===== config.mk =====
export PLATFORM = sky130hd
export DESIGN_NAME = pac_ctrl
export DESIGN_NICKNAME = d
export VERILOG_FILES = /design/src/hw/rtl/pac_pkg.sv /design/src/hw/rtl/pac_ctrl.sv
export SDC_FILE = /design/constraint.sdc
export NUM_CORES = 1
export LEC_CHECK = 0
export ABC_AREA = 1
export BUFFER_PORTS_ARGS = -buffer_cell sky130_fd_sc_hd__buf_2
export CAP_MARGIN = 20
export CORE_AREA = 5 5 42 44
export DETAILED_ROUTE_END_ITERATION = 16
export DIE_AREA = 0 0 47 49
export GPL_ROUTABILITY_DRIVEN = 0
export GPL_TIMING_DRIVEN = 0
export PLACE_DENSITY = 0.6
export SLEW_MARGIN = 5
export SYNTH_ARGS = -nofsm -noshare
export SYNTH_HDL_FRONTEND = slang
export SYNTH_SLANG_ARGS = --single-unit

===== constraint.sdc =====
create_clock -name clk -period 1.55 [get_ports clk]
set_clock_uncertainty 0.1 [all_clocks]
set_input_delay 0.2325 -clock clk [delete_from_list [all_inputs] [get_ports clk]]
set_output_delay 0.2325 -clock clk [all_outputs]
set_load 0.01 [all_outputs]

===== src/hw/rtl/pac_pkg.sv =====
// pac_pkg: shared types and constants of the polygon area and centroid block
// payload structs, controller command and datapath status structs
// no dependencies
package pac_pkg;

	localparam int unsigned MAX_VERTICES_DEF = 4096;
	localparam int COORD_W = 16;
	localparam int AREA_OUT_W = 45;
	localparam int MIN_AREA_VERTICES = 3;

	typedef logic signed [COORD_W-1:0] coord_t;

	localparam coord_t COORD_MAX = 16'sh7fff;
	localparam coord_t COORD_MIN = 16'sh8000;

	typedef struct packed {
		coord_t vertex_x;
		coord_t vertex_y;
		logic   last_vertex;
	} vertex_t;

	typedef struct packed {
		logic signed [AREA_OUT_W-1:0] twice_area;
		coord_t                       centroid_x;
		coord_t                       centroid_y;
		logic                         used_vertex_mean;
	} result_t;

	typedef struct packed {
		logic take;
		logic close;
		logic latch_area;
		logic latch_den;
		logic div_start;
		logic sel_y;
		logic out_load;
	} ctrl_cmd_t;

	typedef struct packed {
		logic pipe_busy;
		logic div_busy;
		logic div_done;
		logic out_full;
	} dp_sts_t;

endpackage


===== src/hw/rtl/pac_ctrl.sv =====
// pac_ctrl: sequencer for vertex intake, polygon close, pipeline drain and the two divisions
// depends on pac_pkg
module pac_ctrl (
	input  logic               clk,
	input  logic               arst_n,
	input  logic               vertex_valid,
	input  logic               last_vertex,
	input  logic               result_ready,
	input  pac_pkg::dp_sts_t   sts,
	output logic               vertex_ready,
	output pac_pkg::ctrl_cmd_t cmd
);

	localparam logic [3:0] S_RUN   = 4'd0;
	localparam logic [3:0] S_CLOSE = 4'd1;
	localparam logic [3:0] S_DRAIN = 4'd2;
	localparam logic [3:0] S_AREA  = 4'd3;
	localparam logic [3:0] S_DEN   = 4'd4;
	localparam logic [3:0] S_DIVX  = 4'd5;
	localparam logic [3:0] S_WAITX = 4'd6;
	localparam logic [3:0] S_DIVY  = 4'd7;
	localparam logic [3:0] S_WAITY = 4'd8;
	localparam logic [3:0] S_OUT   = 4'd9;

	logic [3:0] state_q;
	logic [3:0] state_d;
	logic       out_free;

	assign out_free = !sts.out_full || result_ready;

	always_comb begin
		state_d = state_q;
		cmd = '0;
		vertex_ready = 1'b0;
		case (state_q)
			S_RUN: begin
				vertex_ready = 1'b1;
				cmd.take = vertex_valid;
				if (vertex_valid && last_vertex) begin
					state_d = S_CLOSE;
				end
			end
			S_CLOSE: begin
				cmd.close = 1'b1;
				state_d = S_DRAIN;
			end
			S_DRAIN: begin
				if (!sts.pipe_busy) begin
					state_d = S_AREA;
				end
			end
			S_AREA: begin
				cmd.latch_area = 1'b1;
				state_d = S_DEN;
			end
			S_DEN: begin
				cmd.latch_den = 1'b1;
				state_d = S_DIVX;
			end
			S_DIVX: begin
				cmd.div_start = 1'b1;
				state_d = S_WAITX;
			end
			S_WAITX: begin
				if (sts.div_done) begin
					state_d = S_DIVY;
				end
			end
			S_DIVY: begin
				cmd.sel_y = 1'b1;
				cmd.div_start = 1'b1;
				state_d = S_WAITY;
			end
			S_WAITY: begin
				cmd.sel_y = 1'b1;
				if (sts.div_done) begin
					state_d = S_OUT;
				end
			end
			S_OUT: begin
				if (out_free) begin
					cmd.out_load = 1'b1;
					state_d = S_RUN;
				end
			end
			default: begin
				state_d = S_RUN;
			end
		endcase
	end

	always_ff @(posedge clk or negedge arst_n) begin
		if (!arst_n) begin
			state_q <= S_RUN;
		end else begin
			state_q <= state_d;
		end
	end

endmodule


# Word-level counts from Yosys, hierarchy flattened
# Index checks and enable logic that the tools add are counted.
dict set report totals {
  wordCells 37
  in_bits 9
  ff_bits 4
  out_inout_bits 8
}
dict set report classes {
  reduce_logical 7
  eq_ne 14
  muxes 15
}
# cell n
set ops {}
lappend ops {{$pmux W4 S10} 1}
lappend ops {{$mux W4} 5}
lappend ops {{$eq A4 B3 Y1 const B} 4}
lappend ops {{$ne A2 B2 Y1 const B} 5}
lappend ops {{$mux W1} 9}
lappend ops {{$eq A4 B2 Y1 const B} 2}
lappend ops {{$eq A4 B4 Y1 const B} 2}
lappend ops {{$reduce_and A5 Y1} 1}
lappend ops {{$eq A4 B1 Y1 const B} 1}
lappend ops {{$logic_not A4 Y1} 1}
lappend ops {{$reduce_or A2 Y1} 2}
lappend ops {{$logic_and A1 B1 Y1} 1}
lappend ops {{$logic_not A1 Y1} 1}
lappend ops {{$logic_or A1 B1 Y1} 1}

# Longest topological paths before layout
dict set report logic_depth {
  ltp_word 4
  ltp_mapped 8
  ltp_nobuf 8
}

# Worst setup path before layout
# No wires, ideal clock.
dict set report synth_timing {
  path_type {reg2out}
  startpoint {register state_q[3]}
  endpoint {output port cmd[5] in the netlist's numbering}
  path_stages_with_launch 4
  setup_slack_ns 0.288
  t_arrival_ns 0.930
  t_required_ns 1.217
  path_buffers 0
  cell_sequence {dfrtp_1 > nor2_1 > inv_1 > nor3_1}
}
# element line_no
set synth_lines {}
lappend synth_lines {{from (decl)} pac_ctrl.sv:25} ;# logic [3:0] state_q;
lappend synth_lines {{from (signal assigned)} pac_ctrl.sv:96} ;# state_q <= state_d;
lappend synth_lines {{to (decl)} pac_ctrl.sv:11} ;# output pac_pkg::ctrl_cmd_t cmd

==> impl_results.md <==
- Endpoints failing hold: 0
- Actual slew at the worst max-slew pin: 0.168 ns
- Routed len/inst: 9.51 um
- #FFs+latches synth: 4
- Vias: 370
- Core area: 0.00140 mm2
- Worst VDD drop: 693 uV
- Num rows: 14
- Hpwl dp: 629 um
- Largest net degree at the start of global routing: 7
- Slew headroom: 88.8%
- Internal power: 0.000524 W
- Final slew viol count: 0
- Largest registers: state_q: 4 flops
- IO Count: 17
- Layout cells sized above 1: 56.3%
- Final period util: 97.8%
- Post-route ant nets: 0
- Initial DRC count: 5
- Average vias per placed instance: 4.25
- Reg with most FFs: state_q
- Seq/Total Area, Yosys: 32.0%
- Setup violators final: 0
- Placed cells: 80
- Synth top cells by count: inv_1 (9), nand2_1 (9), nor2_1 (8)
- Final WS setup: 0.0337 ns
- Ys flop type: dfrtp_1
- Sw frac: 49.0%
- Port bufs: 15
- Fraction of registers with async set/reset: 100%
- Non-Filler Instances: 87
- Distinct cell type count after synthesis: 15
- Die width: 47 um
- Critical Path AT: 1.18 ns
- Hold Crit Class: in2async
- CP Launch Point: state_q[2]
- Syn avg cell area: 6.38 um2
- Clock slew at reported path FFs: 0.04 ns
- Final WL: 827 um
- Clock power frac: 12.1%
- Number of flops mapped to enable cells by yosys: 0
- Power Total: 0.00103 W
- Max Clock Freq: 660 MHz
- RR Startpoint: state_q[2]
- Num CTS Buffers: 3
- CTS sink count: 4
- Overall routing resource usage: 6.93%
- First drt pass iteration count: 4
- # H-tree levels: 1
- Area growth syn-to-layout: 59.6%
- Largest area contributor in the netlist: dfrtp_1
- Clock Latency Late Sink: 0.23 ns
- Initial core utilization: 22.3%
- Global-route wire length before repair: 1140 um
- Setup WS pre-CTS: 0.172 ns
- Post-Syn Area: 313 um2
- Util after Layout: 35.6%
- Max reg flops: 4
- N_diodes: 0
- NetSw: 0.000503 W
- Synth top area share: 32.0%
- Initial antenna violation count: 0
- Min Tclk post-route: 1.52 ns
- Crit path kind: reg2out
- Height of the chip: 49 um
- Required @ worst endpoint: 1.22 ns
- Syn. warnings: 0
- Unrepaired setup endpoints after global routing: true
- Synth area leaders: dfrtp_1 (32%), inv_1 (11%), nand2_1 (11%)
- Clock Path Buffers: 2
- Logic pwr share: 61.9%
- Fill cell count: 162
- CP Launch Type: flip-flop
- CP max FO: 3
- Cells after synthesis: 49
- Status: finished, final reports clean
- Nature of the critical path endpoint: output pin
- Drc violations: 0
- Power Density: 2060 mW/mm2
- Die area: 0.00230 mm2
- Flop pwr share: 25.9%
- Setup TNS: 0 ns
- CTS tree: yes
- GR Overflow Total: 0
- CTS root buffer: clkbuf_4
- Syn Nets: 58
- Max_cap viols: 0
- Vias in the first global route: 305
- Nets@finish: 82
- Leak pwr: 0.279 nW
==> per-layer routing <==
metal / track usage (%) / part of all wire [%] / vias up
met2: 11.1 / 53 / 9
met1: 6.67 / 39 / 166
li1: - / - / 195
met5: 0 / 0 / -
met4: 5.53 / 0 / 0
met3: 2.58 / 7.7 / 0
==> power by group through the flow <==
stage / Clock, W / Combinational (W) / Sequential [W]
after floorplan: 0 / 0.000361 / 0.000224
after global placement: 0 / 0.000489 / 0.000238
after detailed placement: 0 / 0.000494 / 0.000239
after CTS: 0.000134 / 0.000523 / 0.000252
after global routing: 0.000147 / 0.000702 / 0.000276
final: 0.000124 / 0.000636 / 0.000266
==> cells in the final DEF (no fill, tap or decap), types with 2 or more instances in the layout <==
master	netlist	final
nor2_2	3	3
dfrtp_2	0	4
nor3_1	3	2
nand2_1	9	9
buf_2	0	15
nand2_2	2	2
inv_1	9	7
clkbuf_4	0	3
nand3_1	4	4
inv_2	1	3
nor2_4	1	4
nor2_1	8	5
buf_4	0	3
==> logic make-up after synthesis <==
| group | after synthesis | synth area share, % |
|---|---|---|
| DFF | 4 | 32.0 |
| and+or+nand+nor | 30 | 45.2 |
| buffers and inverters | 10 | 12.0 |
| AOI/OAI and AO/OA | 5 | 10.8 |
==> critical path: stages, from the launching register on <==
cell	delay, ns
dfrtp_2	0.42
buf_4	0.15
nor2_4	0.09
nand2_2	0.07
o21ai_2	0.07
buf_2	0.15
==> layout make-up <==
| type | count | area (um2) | share of cell area, % |
|---|---|---|---|
| Inverter | 10 | 37.5 | 7.52 |
| Timing Repair Buffer | 19 | 108 | 21.6 |
| Multi-Input combinational cell | 35 | 206 | 41.4 |
| Clock buffer | 3 | 22.5 | 4.51 |
| Tap cell | 16 | 20.0 | 4.01 |
| Sequential cell | 4 | 105 | 21.1 |
==> repair_timing <==
action	CTS	global route
pin swaps	1	4
endpoints found under the hold margin	4	0
setup buffers	0	3
gates resized for setup	5	9
endpoints found under the setup margin	4	7
hold buffers	1	0
==> metrics by stage <==
stage,hold slack (ns),instance area [um2]
final,0.232,499
after global routing,0.227,499
after CTS,0.223,454
after detailed placement,-0.0584,408
after global placement,-0.0628,408
after floorplan,-0.163,313
==> final timing paths <==
kind / end / slack (ns) / cells past startpoint
max in group asynchronous: state_q[1] / 0.99 / 2
worst min-delay path: state_q[0] / 0.23 / 2
min in group clk: state_q[0] / 0.24 / 4
worst max register to register: state_q[0] / 0.25 / 6
worst max-delay path: cmd[1] / 0.03 / 5
worst min register to register: state_q[1] / 0.46 / 1
(Power assumes the default switching activity.)
